[config.mk]
export PLATFORM = sky130hd
export DESIGN_NAME = tcgr_queue
export DESIGN_NICKNAME = d
export VERILOG_FILES = /design/src/sv/tcgr_pkg.sv /design/src/sv/tcgr_queue.sv
export SDC_FILE = /design/constraint.sdc
export NUM_CORES = 1
export LEC_CHECK = 0
export BUFFER_PORTS_ARGS = -buffer_cell sky130_fd_sc_hd__buf_2
export CAP_MARGIN = 40
export CORE_MARGIN = 5
export CORE_UTILIZATION = 35
export DETAILED_ROUTE_END_ITERATION = 6
export PLACE_DENSITY = 0.66
export SETUP_SLACK_MARGIN = 0.15
export SYNTH_ARGS = -nofsm -noshare
export SYNTH_HDL_FRONTEND = slang
export SYNTH_SLANG_ARGS = --single-unit
export TNS_END_PERCENT = 50
[constraint.sdc]
create_clock -name i_clk -period 6 [get_ports i_clk]
set_input_delay 1.2 -clock i_clk [delete_from_list [all_inputs] [get_ports i_clk]]
set_output_delay 1.2 -clock i_clk [all_outputs]
set_load 0.01 [all_outputs]
[src/sv/tcgr_pkg.sv]
// ----------------------------------------------------------------------------
// Text console glyph renderer package
// Shared types, display constants, control codes and helper functions used by
// the front end, the job queue and the pixel back end.
// ----------------------------------------------------------------------------
package tcgr_pkg;

    // Display and font geometry.
    localparam int DISPLAY_WIDTH  = 128;
    localparam int DISPLAY_HEIGHT = 128;
    localparam int GLYPH_WIDTH    = 6;
    localparam int GLYPH_HEIGHT   = 8;
    localparam int FIRST_CODE     = 32;
    localparam int GLYPH_COUNT    = 96;

    // Glyph store: eight rows of eight bits for every glyph.
    localparam int STORE_DEPTH  = GLYPH_COUNT * 8;
    localparam int STORE_ADDR_W = $clog2(STORE_DEPTH);
    typedef logic [STORE_ADDR_W-1:0] t_store_addr;

    // Column counter holds 0 .. GLYPH_WIDTH-1, and GLYPH_WIDTH is at most eight.
    localparam int COL_W = 3;

    // Configuration register indexes.
    localparam logic CFG_UPWARD_SCAN = 1'b0;
    localparam logic CFG_LINE_PITCH  = 1'b1;

    // Reset values.
    localparam logic [4:0]  LINE_PITCH_RESET = 5'd8;
    localparam logic [15:0] FG_RESET         = 16'hffff;
    localparam logic [15:0] BG_RESET         = 16'h0000;
    localparam logic [15:0] GREY_COLOUR      = 16'h8410;

    // Control codes.
    localparam logic [7:0] CODE_HALF_SPACE  = 8'd3;
    localparam logic [7:0] CODE_SHORT_BACK  = 8'd4;
    localparam logic [7:0] CODE_SWAP        = 8'd7;
    localparam logic [7:0] CODE_BACKSPACE   = 8'd8;
    localparam logic [7:0] CODE_NEWLINE     = 8'd10;
    localparam logic [7:0] CODE_CLEAR       = 8'd12;
    localparam logic [7:0] CODE_RETURN      = 8'd13;
    localparam logic [7:0] CODE_GREY        = 8'd14;
    localparam logic [7:0] CODE_XTAB_FIRST  = 8'h80;
    localparam logic [7:0] CODE_XTAB_LAST   = 8'h93;
    localparam logic [7:0] CODE_YTAB_FIRST  = 8'ha0;
    localparam logic [7:0] CODE_YTAB_LAST   = 8'haf;
    localparam logic [7:0] CODE_COLOUR_FIRST = 8'hc0;
    localparam logic [7:0] SHORT_BACKSTEP   = 8'd3;

    // Display controller command bytes.
    localparam logic [7:0] CMD_COLUMN_WINDOW = 8'h75;
    localparam logic [7:0] CMD_ROW_WINDOW    = 8'h15;
    localparam logic [7:0] CMD_WRITE_RAM     = 8'h5c;
    localparam logic [7:0] ROW_MIRROR_MASK   = 8'h7f;

    // Kinds of output word.
    localparam logic [1:0] KIND_COMMAND = 2'd0;
    localparam logic [1:0] KIND_PARAM   = 2'd1;
    localparam logic [1:0] KIND_PIXEL   = 2'd2;
    localparam logic [1:0] KIND_CLEAR   = 2'd3;

    // Operations on the input channel.
    localparam logic OP_CHAR      = 1'b0;
    localparam logic OP_GLYPH_ROW = 1'b1;

    typedef struct packed {
        logic       operation;
        logic [7:0] char_code;
        logic [6:0] glyph_index;
        logic [2:0] glyph_row;
        logic [7:0] glyph_bits;
    } t_in_item;

    typedef struct packed {
        logic [1:0]  word_kind;
        logic [15:0] word_value;
        logic        last_word;
    } t_out_item;

    typedef enum logic [1:0] {
        JOB_GLYPH_WRITE,
        JOB_CLEAR,
        JOB_PRINT
    } t_job_kind;

    // One unit of work for the back end, with a snapshot of the console state.
    typedef struct packed {
        t_job_kind   kind;
        logic [6:0]  glyph_index;
        logic [2:0]  glyph_row;
        logic [7:0]  glyph_bits;
        logic [7:0]  cursor_x;
        logic [7:0]  cursor_y;
        logic [15:0] fg;
        logic [15:0] bg;
        logic        upward_scan;
    } t_job;

    // Full or off on each RGB565 primary.
    function automatic logic [15:0] primary(input logic r, input logic g, input logic b);
        primary = {{5{r}}, {6{g}}, {5{b}}};
    endfunction

endpackage

[src/sv/tcgr_queue.sv]
// ----------------------------------------------------------------------------
// Glyph renderer job queue
// A two-entry queue of jobs between the front end and the back end.
// ----------------------------------------------------------------------------
module tcgr_queue (
    input  logic           i_clk,
    input  logic           i_rst_n,
    input  logic           i_push,
    input  tcgr_pkg::t_job i_job,
    output logic           o_full,
    input  logic           i_pop,
    output logic           o_valid,
    output tcgr_pkg::t_job o_job
);

    tcgr_pkg::t_job r_mem [2];
    logic           r_wr_ptr, n_wr_ptr;
    logic           r_rd_ptr, n_rd_ptr;
    logic [1:0]     r_count, n_count;

    assign o_full  = (r_count == 2'd2);
    assign o_valid = (r_count != 2'd0);
    assign o_job   = r_mem[r_rd_ptr];

    // Pointer and fill count updates.
    always_comb begin
        n_wr_ptr = r_wr_ptr;
        n_rd_ptr = r_rd_ptr;
        n_count  = r_count;
        if (i_push) begin
            n_wr_ptr = !r_wr_ptr;
        end
        if (i_pop) begin
            n_rd_ptr = !r_rd_ptr;
        end
        if (i_push && !i_pop) begin
            n_count = r_count + 2'd1;
        end else if (i_pop && !i_push) begin
            n_count = r_count - 2'd1;
        end
    end

    always_ff @(posedge i_clk) begin
        if (i_push) begin
            r_mem[r_wr_ptr] <= i_job;
        end
        if (!i_rst_n) begin
            r_wr_ptr <= 1'b0;
            r_rd_ptr <= 1'b0;
            r_count  <= 2'd0;
        end else begin
            r_wr_ptr <= n_wr_ptr;
            r_rd_ptr <= n_rd_ptr;
            r_count  <= n_count;
        end
    end

endmodule

==> flow_summary.toml <==
[run_status]
status = "completed"

[synth]
syn_area_um2 = 5240
yosysTopAreaCell = "edfxtp_1"
netlist.area_leader.share_pct = 79.1
yosys.cell_count.top_type = "edfxtp_1"
synthFlopType = "edfxtp_1"
synthTopCellsByCount = "edfxtp_1, mux2_2, mux2_4"
yosysUniqueCellTypes = 18
synth_fp_nets = 311
synth-seq-cells = 143
ys_seq_area_share_pct = 81.0
yosysWarnings = 0
synth_area_leaders = "edfxtp_1, mux2_2, mux2_4, dfxtp_1, and2_1"
netlist_instances = 237
synth_edf_count = 138
postSynth.asyncResetShare_pct = 0
syn_area_per_cell_um2 = 22.1

[placed_design]
io_buffers = 143
dpl_worst_slack_ns = 3.23
place_congestion = 0.701
post-dp-hpwl_um = 6430

[power_and_ir_drop]
ir_drop_uv = 193
swShare_pct = 20.4
combPwrFrac_pct = 8.5
seqPwrFrac_pct = 44.6
leakage_nw = 2.64
intPower_w = 0.00210
p_per_area_nw_per_um2 = 381
clkPwrFrac_pct = 46.9
p_switching_w = 0.000539

[global_route]
grt_pass1_vias = 2942
grt.busiest_layer = "met2"
gr-total-overflow = 0
grtUsageMet1_pct = 12.0
grt_use_total_pct = 11.1
grt_start_max_net_pins = 39
met2_usage_pct = 18.2
grt_pass1_wl_um = 14900
antenna_found_initial = 0
grt_use_met3_pct = 5.65

[critical_path]
slowest_delay_ns = 0.68
crit_path_max_fanout = 35
crit_buf_inv = 2
crit_path_start_kind = "flop"
required_ns = 4.80
crit_path_end_kind = "primary output"
critPathSlowestCell = "dfxtp_4"
critPathKind = "flop to primary output"
crit_family = "flip-flops"
crit_chain = "buf_12 -> mux2_2 -> buf_2"
worstPathArrival_ns = 1.94

[sta]
worstMarginPinSlew_ns = 0.534
rsz0062_at_grt = "false"
maxSlewHeadroom_pct = 64.4
fin_crit_ns = 3.14
hold_viol = 0
fmax_mhz = 319
maxSlewViolCount = 0
worst_slack_ns = 2.86
setup_tns_ns = 0
fin_skew_ns = 0.00584
setup_viol = 0
fin_crit_sh_pct = 52.3

[clock_network]
cts_setup_buffers = 0
clockRootBuffer = "clkbuf_16"
clkTransAtPathRegs_ns = 0.06
insertion_delay_ns = 0.41
clock_sinks = 143
cts_max_level = 4
numCtsBuffers = 17
cts_buffer_depth = 2
cts_hold_buf = 0
cts_tree = "done"
cts.repair.resized = 0

[die]
die-width_um = 132
core_area_um2 = 14600
die_h_um = 132
rows = 44
die-area_um2 = 17500
ios = 144
start_util_pct = 35.9

[detailed_routing]
wl_per_cell_um = 16.2
viasPerCell = 4.47
drt-initial-drc-count = 130
ant_nets = 0
route.vias.total = 2644
first_pass_iters = 4
drc = 0
drt_wl_total_um = 9620

[finish]
fin_nets = 469
diodes = 0
drive_gt1_share_pct = 61.8
nFillCells = 1233
area_growth_pct = 31.9

[flow_run]
cap_violations = 0

[worst_hold_path]
hold_class = "flop to flop"
==> through the flow <==
stage	std cells	cell area [µm²]	total power, W	hold slack, ns	util [%]
final	592	6910	0.00264	0.535	47.4
after detailed placement	560	6200	0.00143	0.528	42.5
after global routing	592	6910	0.00274	0.566	47.4
after CTS	592	6910	0.00267	0.537	47.4
after floorplan	237	5240	0.00132	0.461	-
after global placement	557	6140	0.00142	0.472	42.1
==> sequential cells by signal, indices dropped and copies added, names as in the netlist, named ones only <==
signal and count:
r_count 2, r_rd_ptr 1, r_mem 138, r_wr_ptr 1
==> worst reg2reg max path, stage by stage (launching register included) <==
cell and delay, ns:
dfxtp_1 0.34, nor2b_4 0.26, buf_12 0.23, buf_4 0.47
==> power groups by stage <==
stage               Sequential, W  Clock (W)  Combinational, W
floorplan                 0.00119          0          0.000137
global placement          0.00120          0          0.000210
detailed placement        0.00120          0          0.000229
CTS                       0.00118    0.00126          0.000230
global route              0.00118    0.00131          0.000243
finish                    0.00118    0.00124          0.000223
==> path summary, 6_finish.rpt <==
check | start | end | slack, ns | cells after the start
worst max-delay path | flop | o_job[34] | 2.86 | 3
worst min-delay path | r_count[1] | r_count[1] | 0.54 | 2
worst max register to register | r_wr_ptr | r_mem[0][52] | 4.28 | 3
worst min register to register | r_count[1] | r_count[1] | 0.54 | 2
==> cells by family (layout without fill, tap and decap cells) <==
family / count (synthesis) / count (layout) / synth area share, %
adders and majority gates: 1 / 1 / 0.239
DFF: 143 / 143 / 81.0
xor gates and xnor gates: 3 / 3 / 0.502
AOI/OAI and AO/OA: 3 / 3 / 0.382
muxes: 69 / 69 / 15.5
buffers and inverters: 9 / 180 / 1.27
and+or+nand+nor: 9 / 9 / 1.07
==> layer usage <==
| metal | wire length [µm] | share of wire [%] |
|---|---|---|
| met5 | 0 | 0 |
| met3 | 786 | 8.2 |
| met1 | 3750 | 39 |
| met4 | 138 | 1.4 |
| met2 | 4940 | 51 |
==> final cells by class <==
| type | instances | area, µm² | area share (%) |
|---|---|---|---|
| timing repair buffer | 147 | 783 | 11.3 |
| clock inverter | 15 | 280 | 4.06 |
| clock buffer | 17 | 425 | 6.16 |
| sequential | 143 | 4250 | 61.5 |
| tap | 184 | 230 | 3.33 |
| inverter | 1 | 3.75 | 0.0543 |
| multi-input combinational | 85 | 940 | 13.6 |
==> layout by cell type, fill, tap and decap left out <==
| cell | n |
|---|---|
| a21boi_1 | 1 |
| clkinv_4 | 4 |
| bufinv_16 | 7 |
| mux2_2 | 59 |
| buf_2 | 143 |
| or3_1 | 1 |
| and2_4 | 1 |
| xnor2_1 | 1 |
| or2_2 | 1 |
| inv_6 | 4 |
| dfxtp_4 | 1 |
| inv_1 | 1 |
| dfxtp_1 | 4 |
| edfxtp_1 | 138 |
| ha_1 | 1 |
| o21a_1 | 1 |
| xor2_1 | 2 |
| mux2_4 | 10 |
| buf_12 | 3 |
| and2_1 | 3 |
| buf_4 | 1 |
| clkbuf_16 | 17 |
| o21ai_0 | 1 |
| nor2b_4 | 1 |
| nor2b_1 | 2 |
(Power assumes the default switching activity.)
