$ cat src/sv/tcgr_pkg.sv
// ----------------------------------------------------------------------------
// Text console glyph renderer package
// Shared types, display constants, control codes and helper functions used by
// the front end, the job queue and the pixel back end.
// ----------------------------------------------------------------------------
package tcgr_pkg;

    // Display and font geometry.
    localparam int DISPLAY_WIDTH  = 128;
    localparam int DISPLAY_HEIGHT = 128;
    localparam int GLYPH_WIDTH    = 6;
    localparam int GLYPH_HEIGHT   = 8;
    localparam int FIRST_CODE     = 32;
    localparam int GLYPH_COUNT    = 96;

    // Glyph store: eight rows of eight bits for every glyph.
    localparam int STORE_DEPTH  = GLYPH_COUNT * 8;
    localparam int STORE_ADDR_W = $clog2(STORE_DEPTH);
    typedef logic [STORE_ADDR_W-1:0] t_store_addr;

    // Column counter holds 0 .. GLYPH_WIDTH-1, and GLYPH_WIDTH is at most eight.
    localparam int COL_W = 3;

    // Configuration register indexes.
    localparam logic CFG_UPWARD_SCAN = 1'b0;
    localparam logic CFG_LINE_PITCH  = 1'b1;

    // Reset values.
    localparam logic [4:0]  LINE_PITCH_RESET = 5'd8;
    localparam logic [15:0] FG_RESET         = 16'hffff;
    localparam logic [15:0] BG_RESET         = 16'h0000;
    localparam logic [15:0] GREY_COLOUR      = 16'h8410;

    // Control codes.
    localparam logic [7:0] CODE_HALF_SPACE  = 8'd3;
    localparam logic [7:0] CODE_SHORT_BACK  = 8'd4;
    localparam logic [7:0] CODE_SWAP        = 8'd7;
    localparam logic [7:0] CODE_BACKSPACE   = 8'd8;
    localparam logic [7:0] CODE_NEWLINE     = 8'd10;
    localparam logic [7:0] CODE_CLEAR       = 8'd12;
    localparam logic [7:0] CODE_RETURN      = 8'd13;
    localparam logic [7:0] CODE_GREY        = 8'd14;
    localparam logic [7:0] CODE_XTAB_FIRST  = 8'h80;
    localparam logic [7:0] CODE_XTAB_LAST   = 8'h93;
    localparam logic [7:0] CODE_YTAB_FIRST  = 8'ha0;
    localparam logic [7:0] CODE_YTAB_LAST   = 8'haf;
    localparam logic [7:0] CODE_COLOUR_FIRST = 8'hc0;
    localparam logic [7:0] SHORT_BACKSTEP   = 8'd3;

    // Display controller command bytes.
    localparam logic [7:0] CMD_COLUMN_WINDOW = 8'h75;
    localparam logic [7:0] CMD_ROW_WINDOW    = 8'h15;
    localparam logic [7:0] CMD_WRITE_RAM     = 8'h5c;
    localparam logic [7:0] ROW_MIRROR_MASK   = 8'h7f;

    // Kinds of output word.
    localparam logic [1:0] KIND_COMMAND = 2'd0;
    localparam logic [1:0] KIND_PARAM   = 2'd1;
    localparam logic [1:0] KIND_PIXEL   = 2'd2;
    localparam logic [1:0] KIND_CLEAR   = 2'd3;

    // Operations on the input channel.
    localparam logic OP_CHAR      = 1'b0;
    localparam logic OP_GLYPH_ROW = 1'b1;

    typedef struct packed {
        logic       operation;
        logic [7:0] char_code;
        logic [6:0] glyph_index;
        logic [2:0] glyph_row;
        logic [7:0] glyph_bits;
    } t_in_item;

    typedef struct packed {
        logic [1:0]  word_kind;
        logic [15:0] word_value;
        logic        last_word;
    } t_out_item;

    typedef enum logic [1:0] {
        JOB_GLYPH_WRITE,
        JOB_CLEAR,
        JOB_PRINT
    } t_job_kind;

    // One unit of work for the back end, with a snapshot of the console state.
    typedef struct packed {
        t_job_kind   kind;
        logic [6:0]  glyph_index;
        logic [2:0]  glyph_row;
        logic [7:0]  glyph_bits;
        logic [7:0]  cursor_x;
        logic [7:0]  cursor_y;
        logic [15:0] fg;
        logic [15:0] bg;
        logic        upward_scan;
    } t_job;

    // Full or off on each RGB565 primary.
    function automatic logic [15:0] primary(input logic r, input logic g, input logic b);
        primary = {{5{r}}, {6{g}}, {5{b}}};
    endfunction

endpackage

$ cat src/sv/tcgr_front.sv
// ----------------------------------------------------------------------------
// Glyph renderer front end
// Accepts input beats, keeps the cursor, colours and configuration, handles
// control codes at once and hands drawing and glyph store work to the queue.
// ----------------------------------------------------------------------------
module tcgr_front (
    input  logic              i_clk,
    input  logic              i_rst_n,
    input  logic              i_valid,
    output logic              o_stall,
    input  tcgr_pkg::t_in_item i_item,
    input  logic              i_cfg_we,
    input  logic              i_cfg_index,
    input  logic [4:0]        i_cfg_data,
    output logic              o_push,
    output tcgr_pkg::t_job    o_job,
    input  logic              i_queue_full
);

    logic        r_upward_scan, n_upward_scan;
    logic [4:0]  r_line_pitch, n_line_pitch;
    logic [7:0]  r_cursor_x, n_cursor_x;
    logic [7:0]  r_cursor_y, n_cursor_y;
    logic [15:0] r_fg, n_fg;
    logic [15:0] r_bg, n_bg;

    logic        accept;
    logic [7:0]  code;
    logic [8:0]  newline_sum;
    logic [7:0]  newline_y;
    logic [8:0]  advance_x;

    assign o_stall = i_queue_full;
    assign accept  = i_valid && !i_queue_full;
    assign code    = i_item.char_code;

    // Newline target and the cursor after a printed glyph.
    assign newline_sum = {1'b0, r_cursor_y} + {4'b0, r_line_pitch};
    assign newline_y   = (newline_sum >= 9'(tcgr_pkg::DISPLAY_HEIGHT)) ? 8'd0
                                                                        : newline_sum[7:0];
    assign advance_x   = {1'b0, r_cursor_x} + 9'(tcgr_pkg::GLYPH_WIDTH);

    // Decode the accepted beat into state updates and an optional job.
    always_comb begin
        n_upward_scan = r_upward_scan;
        n_line_pitch  = r_line_pitch;
        n_cursor_x    = r_cursor_x;
        n_cursor_y    = r_cursor_y;
        n_fg          = r_fg;
        n_bg          = r_bg;
        o_push        = 1'b0;

        o_job.kind        = tcgr_pkg::JOB_PRINT;
        o_job.glyph_index = 7'(code - 8'(tcgr_pkg::FIRST_CODE));
        o_job.glyph_row   = i_item.glyph_row;
        o_job.glyph_bits  = i_item.glyph_bits;
        o_job.cursor_x    = r_cursor_x;
        o_job.cursor_y    = r_cursor_y;
        o_job.fg          = r_fg;
        o_job.bg          = r_bg;
        o_job.upward_scan = r_upward_scan;

        if (i_cfg_we) begin
            case (i_cfg_index)
                tcgr_pkg::CFG_UPWARD_SCAN: n_upward_scan = i_cfg_data[0];
                tcgr_pkg::CFG_LINE_PITCH:  n_line_pitch  = i_cfg_data;
                default: ;
            endcase
        end

        if (accept) begin
            if (i_item.operation == tcgr_pkg::OP_GLYPH_ROW) begin
                // Rows for glyphs beyond the font are dropped.
                o_job.kind        = tcgr_pkg::JOB_GLYPH_WRITE;
                o_job.glyph_index = i_item.glyph_index;
                o_push = (i_item.glyph_index < 7'(tcgr_pkg::GLYPH_COUNT));
            end else if (code == tcgr_pkg::CODE_HALF_SPACE) begin
                n_cursor_x = r_cursor_x + 8'(tcgr_pkg::GLYPH_WIDTH / 2);
            end else if (code == tcgr_pkg::CODE_SHORT_BACK) begin
                n_cursor_x = (r_cursor_x >= tcgr_pkg::SHORT_BACKSTEP)
                           ? r_cursor_x - tcgr_pkg::SHORT_BACKSTEP : 8'd0;
            end else if (code == tcgr_pkg::CODE_SWAP) begin
                n_fg = r_bg;
                n_bg = r_fg;
            end else if (code == tcgr_pkg::CODE_BACKSPACE) begin
                if (r_cursor_x >= 8'(tcgr_pkg::GLYPH_WIDTH)) begin
                    n_cursor_x = r_cursor_x - 8'(tcgr_pkg::GLYPH_WIDTH);
                end
            end else if (code == tcgr_pkg::CODE_NEWLINE) begin
                n_cursor_x = 8'd0;
                n_cursor_y = newline_y;
            end else if (code == tcgr_pkg::CODE_CLEAR) begin
                o_job.kind = tcgr_pkg::JOB_CLEAR;
                o_push     = 1'b1;
                n_cursor_x = 8'd0;
                n_cursor_y = 8'd0;
            end else if (code == tcgr_pkg::CODE_RETURN) begin
                n_cursor_x = 8'd0;
            end else if (code == tcgr_pkg::CODE_GREY) begin
                n_fg = tcgr_pkg::GREY_COLOUR;
            end else if (code >= tcgr_pkg::CODE_XTAB_FIRST &&
                         code <= tcgr_pkg::CODE_XTAB_LAST) begin
                n_cursor_x = 8'({3'b0, code[4:0]} * 8'(tcgr_pkg::GLYPH_WIDTH));
            end else if (code >= tcgr_pkg::CODE_YTAB_FIRST &&
                         code <= tcgr_pkg::CODE_YTAB_LAST) begin
                n_cursor_y = 8'({4'b0, code[3:0]} * {3'b0, r_line_pitch});
            end else if (code >= tcgr_pkg::CODE_COLOUR_FIRST) begin
                n_fg = tcgr_pkg::primary(code[0], code[1], code[2]);
                n_bg = tcgr_pkg::primary(code[3], code[4], code[5]);
            end else if ({1'b0, code} >= 9'(tcgr_pkg::FIRST_CODE) &&
                         {1'b0, code} < 9'(tcgr_pkg::FIRST_CODE + tcgr_pkg::GLYPH_COUNT)) begin
                // Printable: draw with the current state, then advance.
                o_push = 1'b1;
                if (advance_x >= 9'(tcgr_pkg::DISPLAY_WIDTH)) begin
                    n_cursor_x = 8'd0;
                    n_cursor_y = newline_y;
                end else begin
                    n_cursor_x = advance_x[7:0];
                end
            end
        end
    end

    // Console state and configuration registers.
    always_ff @(posedge i_clk) begin
        if (!i_rst_n) begin
            r_upward_scan <= 1'b0;
            r_line_pitch  <= tcgr_pkg::LINE_PITCH_RESET;
            r_cursor_x    <= 8'd0;
            r_cursor_y    <= 8'd0;
            r_fg          <= tcgr_pkg::FG_RESET;
            r_bg          <= tcgr_pkg::BG_RESET;
        end else begin
            r_upward_scan <= n_upward_scan;
            r_line_pitch  <= n_line_pitch;
            r_cursor_x    <= n_cursor_x;
            r_cursor_y    <= n_cursor_y;
            r_fg          <= n_fg;
            r_bg          <= n_bg;
        end
    end

endmodule

$ cat config.mk
export PLATFORM = sky130hd
export DESIGN_NAME = tcgr_front
export DESIGN_NICKNAME = d
export VERILOG_FILES = /design/src/sv/tcgr_pkg.sv /design/src/sv/tcgr_front.sv
export SDC_FILE = /design/constraint.sdc
export NUM_CORES = 1
export LEC_CHECK = 0
export ABC_AREA = 1
export BUFFER_PORTS_ARGS = -buffer_cell sky130_fd_sc_hd__buf_4
export CORE_MARGIN = 2
export CORE_UTILIZATION = 25
export CTS_CLUSTER_SIZE = 25
export DETAILED_ROUTE_END_ITERATION = 10
export HOLD_SLACK_MARGIN = 0.02
export MAX_ROUTING_LAYER = met4
export PLACE_DENSITY = 0.55
export SKIP_CTS_REPAIR_TIMING = 1
export SLEW_MARGIN = 5
export SYNTH_ARGS = -nofsm -noshare
export SYNTH_HDL_FRONTEND = slang
export SYNTH_SLANG_ARGS = --single-unit
export TNS_END_PERCENT = 5
$ cat constraint.sdc
create_clock -name i_clk -period 4.3 [get_ports i_clk]
set_input_delay 0.645 -clock i_clk [delete_from_list [all_inputs] [get_ports i_clk]]
set_output_delay 0.645 -clock i_clk [all_outputs]
set_load 0.01 [all_outputs]
==> summary.txt <==
Run status
  • Status: completed

Timing
  • Minimum clock period after layout: roughly 3.4 ns
  • Fmax achieved: 0.294 GHz
  • WHS: 0.463 ns
  • Final TNS setup: 0 ns
  • Number of setup violations in the final report: 0
  • Final Cycle Share: 79.0%
  • Worst-margin pin slew: 0.658 ns
  • Max-Slew Margin vs Limit: between 50% and 60%
  • Worst Slack Setup Final: 0.904 ns
  • Max-slew violations: 0
  • RSZ-0062 raised after global routing: false
  • Hold Vio Cnt, Final: 0
  • Worst Skew: slightly below 0.01 ns

Placed design
  • GPL Wtd Cong: around 0.91
  • Post-Place Worst Slack: about 0.82 ns
  • Detailed placement HPWL: roughly 11 mm
  • Placement Cell Area: 0.00541 mm2
  • Dpl cells: just over 1000
  • IO Port Bufs: 86

Worst setup path
  • Slowest CP cell: o311ai_0
  • Critical Path End Type: output pin
  • Cell chain of the critical path: buf_4, inv_1, ha_1, nand2_1, inv_1, nand3_2, nand2_4, nor2_1, nand2_1, o311ai_0, buf_4
  • CP max stage delay: roughly 0.47 ns
  • Crit Path Class: input port to output pin
  • Reg2reg end: r_cursor_y[6]$_SDFFE_PN0P_
  • RR Startpoint: r_line_pitch[0]$_SDFFE_PN0P_
  • Worst setup SP type: input port
  • CP arrival: about 2.8 ns
  • R2r worst-path depth: 11
  • CP max FO: 12
  • Req. time, crit path: roughly 3.7 ns
  • R2r setup slk: ~1.1 ns

Logic synthesis
  • Synth area leader: dfxtp_1
  • Synth area leaders: dfxtp_1 23%, nand2_1 13%, ha_1 10%, o21ai_0 8.8%, inv_1 7.4%
  • Mapped Area: approximately 0.0047 mm2
  • Post-synth top area share: between 20% and 30%
  • Synth cell types: 36
  • Warnings from Yosys: 0
  • Syn Inst Count: roughly 720
  • Mapped Nets: ~810
  • Post-synthesis sequential area ratio: 23.1%
  • Synth Register Bits: 54
  • Syn Area/Cell: around 6.5 um2

CTS
  • Number of buffers created by CTS: 5
  • CTS sink cnt: 54
  • Reg clk slew, reported paths: about 0.07 ns
  • Max clock buf depth: 2
  • CTS root buffer: clkbuf_16
  • Worst-Skew Late Latency: a little over 0.3 ns
  • CTS tree: done
  • H-tree depth: 2

Power
  • Peak VDD IR: between 150 and 200 uV
  • LEAKAGE: 2.77 nW
  • PwrDens: approximately 250 mW/mm2
  • Power, Total: 1.38 mW

Global route
  • Vias in the first global route: 4522
  • First-pass GRT wire length: ~24 mm
  • Global route hottest layer: met2
  • Total track usage: between 10% and 20%
  • Largest net degree at the start of global routing: 42
  • Antenna violations before repair: 0
  • Met2 Usage GRT: approximately a quarter
  • GR Util met3: roughly 2.2%
  • Met1 Use GR: roughly 22%
  • Total gr overflow: 0

Layout
  • Final net count: between 800 and 900
  • Fin area: approximately 0.0056 mm2
  • Layout Cells excl Fill: approximately 1000
  • Diode count: 0
  • Layout cells sized above 1: 16.3%
  • Area Overhead vs Synth: 20.0%
  • Core Util, Final: a little under a third

Routing
  • Total wire length: about 15 mm
  • Drt drc: 0
  • Via/cell ratio: between 4 and 5
  • Drt pass-1 iters: 5
  • Vias: roughly 4800
  • Initial DRC count: 331
  • WL/cell: 14.6 um
  • Post-route ant nets: 0

Die
  • I/O Pins: approximately 110
  • Die area: between 0.015 and 0.02 mm2
  • Starting Density: about a quarter
  • Core Area: around 0.019 mm2
  • Chip width: between 100 and 150 um
  • Die Height: about 140 um
  • # rows: 50

Hold path
  • Hold endpoint: r_upward_scan$_SDFFE_PN0P_
  • Worst hold start: r_upward_scan$_SDFFE_PN0P_
  • Hold Crit Class: flop to flop
  • Worst hold path depth: 2

Job
  • Total of max-cap violations: 0
-- worst max-delay path: cells and delay by family --
kind | cells | cell delay (ns)
AO/OA/AOI/OAI | 1 | 0.47
adder cells (fa/ha/maj) | 1 | 0.37
buffers and inverters | 4 | 0.57
AND/OR/NAND/NOR | 5 | 0.69
-- sequential cells by signal, summed over array words and instances, names as in the netlist --
| signal | count |
|---|---|
| r_bg | 16 |
| r_line_pitch | 5 |
| r_cursor_y | 8 |
| r_upward_scan | 1 |
| r_fg | 16 |
| r_cursor_x | 8 |
-- Yosys cell counts --
library cell and instances:
a21oi_1 56, a31oi_1 14, a41oi_1 1, and2_1 1, buf_2 8, buf_4 15, buf_6 1, clkbuf_1 14
dfxtp_1 54, fa_1 8, ha_1 38, inv_1 92, inv_2 7, inv_4 2, nand2_1 159, nand2_2 3
nand2_4 2, nand3_1 40, nand3_2 5, nand3b_1 1, nand4_1 17, nor2_1 53, nor2_2 5, nor2_4 2
nor3_1 6, o211ai_1 1, o21a_1 1, o21ai_0 82, o21ai_1 4, o21ai_2 1, o22ai_1 3, o311ai_0 1
or2_1 1, or2_2 4, xnor2_1 8, xor2_1 12
-- worst max path at each step --
| stage | startpoint | end | slack, ns | depth (start not counted) |
|---|---|---|---|---|
| after detailed placement | i_item[21] | r_cursor_y[6]$_SDFFE_PN0P_ | 0.82 | 12 |
| after CTS | i_item[21] | o_push | 0.86 | 11 |
| final | i_item[21] | o_push | 0.90 | 11 |
| after global placement | i_item[21] | r_cursor_y[6]$_SDFFE_PN0P_ | 0.84 | 12 |
| after global routing | i_item[21] | o_push | 0.63 | 11 |
| after floorplan | i_item[20] | r_cursor_y[6]$_SDFFE_PN0P_ | 0.90 | 12 |
-- cell usage in the layout, fill, tap and decap left out, drive strengths merged --
cell	instances
nor3	6
nand4	17
and2	1
a41oi	1
o21a	1
fa	8
nand2	164
bufinv	2
or2	5
o211ai	1
inv	101
nand3b	1
buf	88
xor2	12
nand3	45
o22ai	3
o21ai	87
xnor2	8
a31oi	14
nor2	60
dfxtp	54
o311ai	1
ha	38
a21oi	56
clkbuf	6
-- logic make-up after synthesis --
group                      synth area share (%)
and+or+nand+nor                            28.3
AOI/OAI and AO/OA                          18.4
buffers and inverters                      12.9
DFF                                        23.1
adders and majority gates                  13.6
xor gates and xnor gates                   3.75
-- area by class of cell --
class                   count  area [um2]
clock inverters             2        60.1
clock buffers               6         139
multi-input cells         529        2990
repair buffers             88         661
fillers                  2090       12900
flip-flops and latches     54        1080
well taps                 234         293
inverters                 101         384
-- report_power, final --
group | switching [mW] | internal [mW]
combinational | 0.170 | 0.112
sequential | 0.0200 | 0.513
clock | 0.212 | 0.351
-- layer usage --
| metal | wire (um) | vias to the layer above |
|---|---|---|
| met1 | 7480 | 2164 |
| met4 | 157 | 0 |
| met2 | 6560 | 137 |
| met5 | 0 | - |
| li1 | - | 2461 |
| met3 | 641 | 17 |
Power figures use the tool's default switching activity.
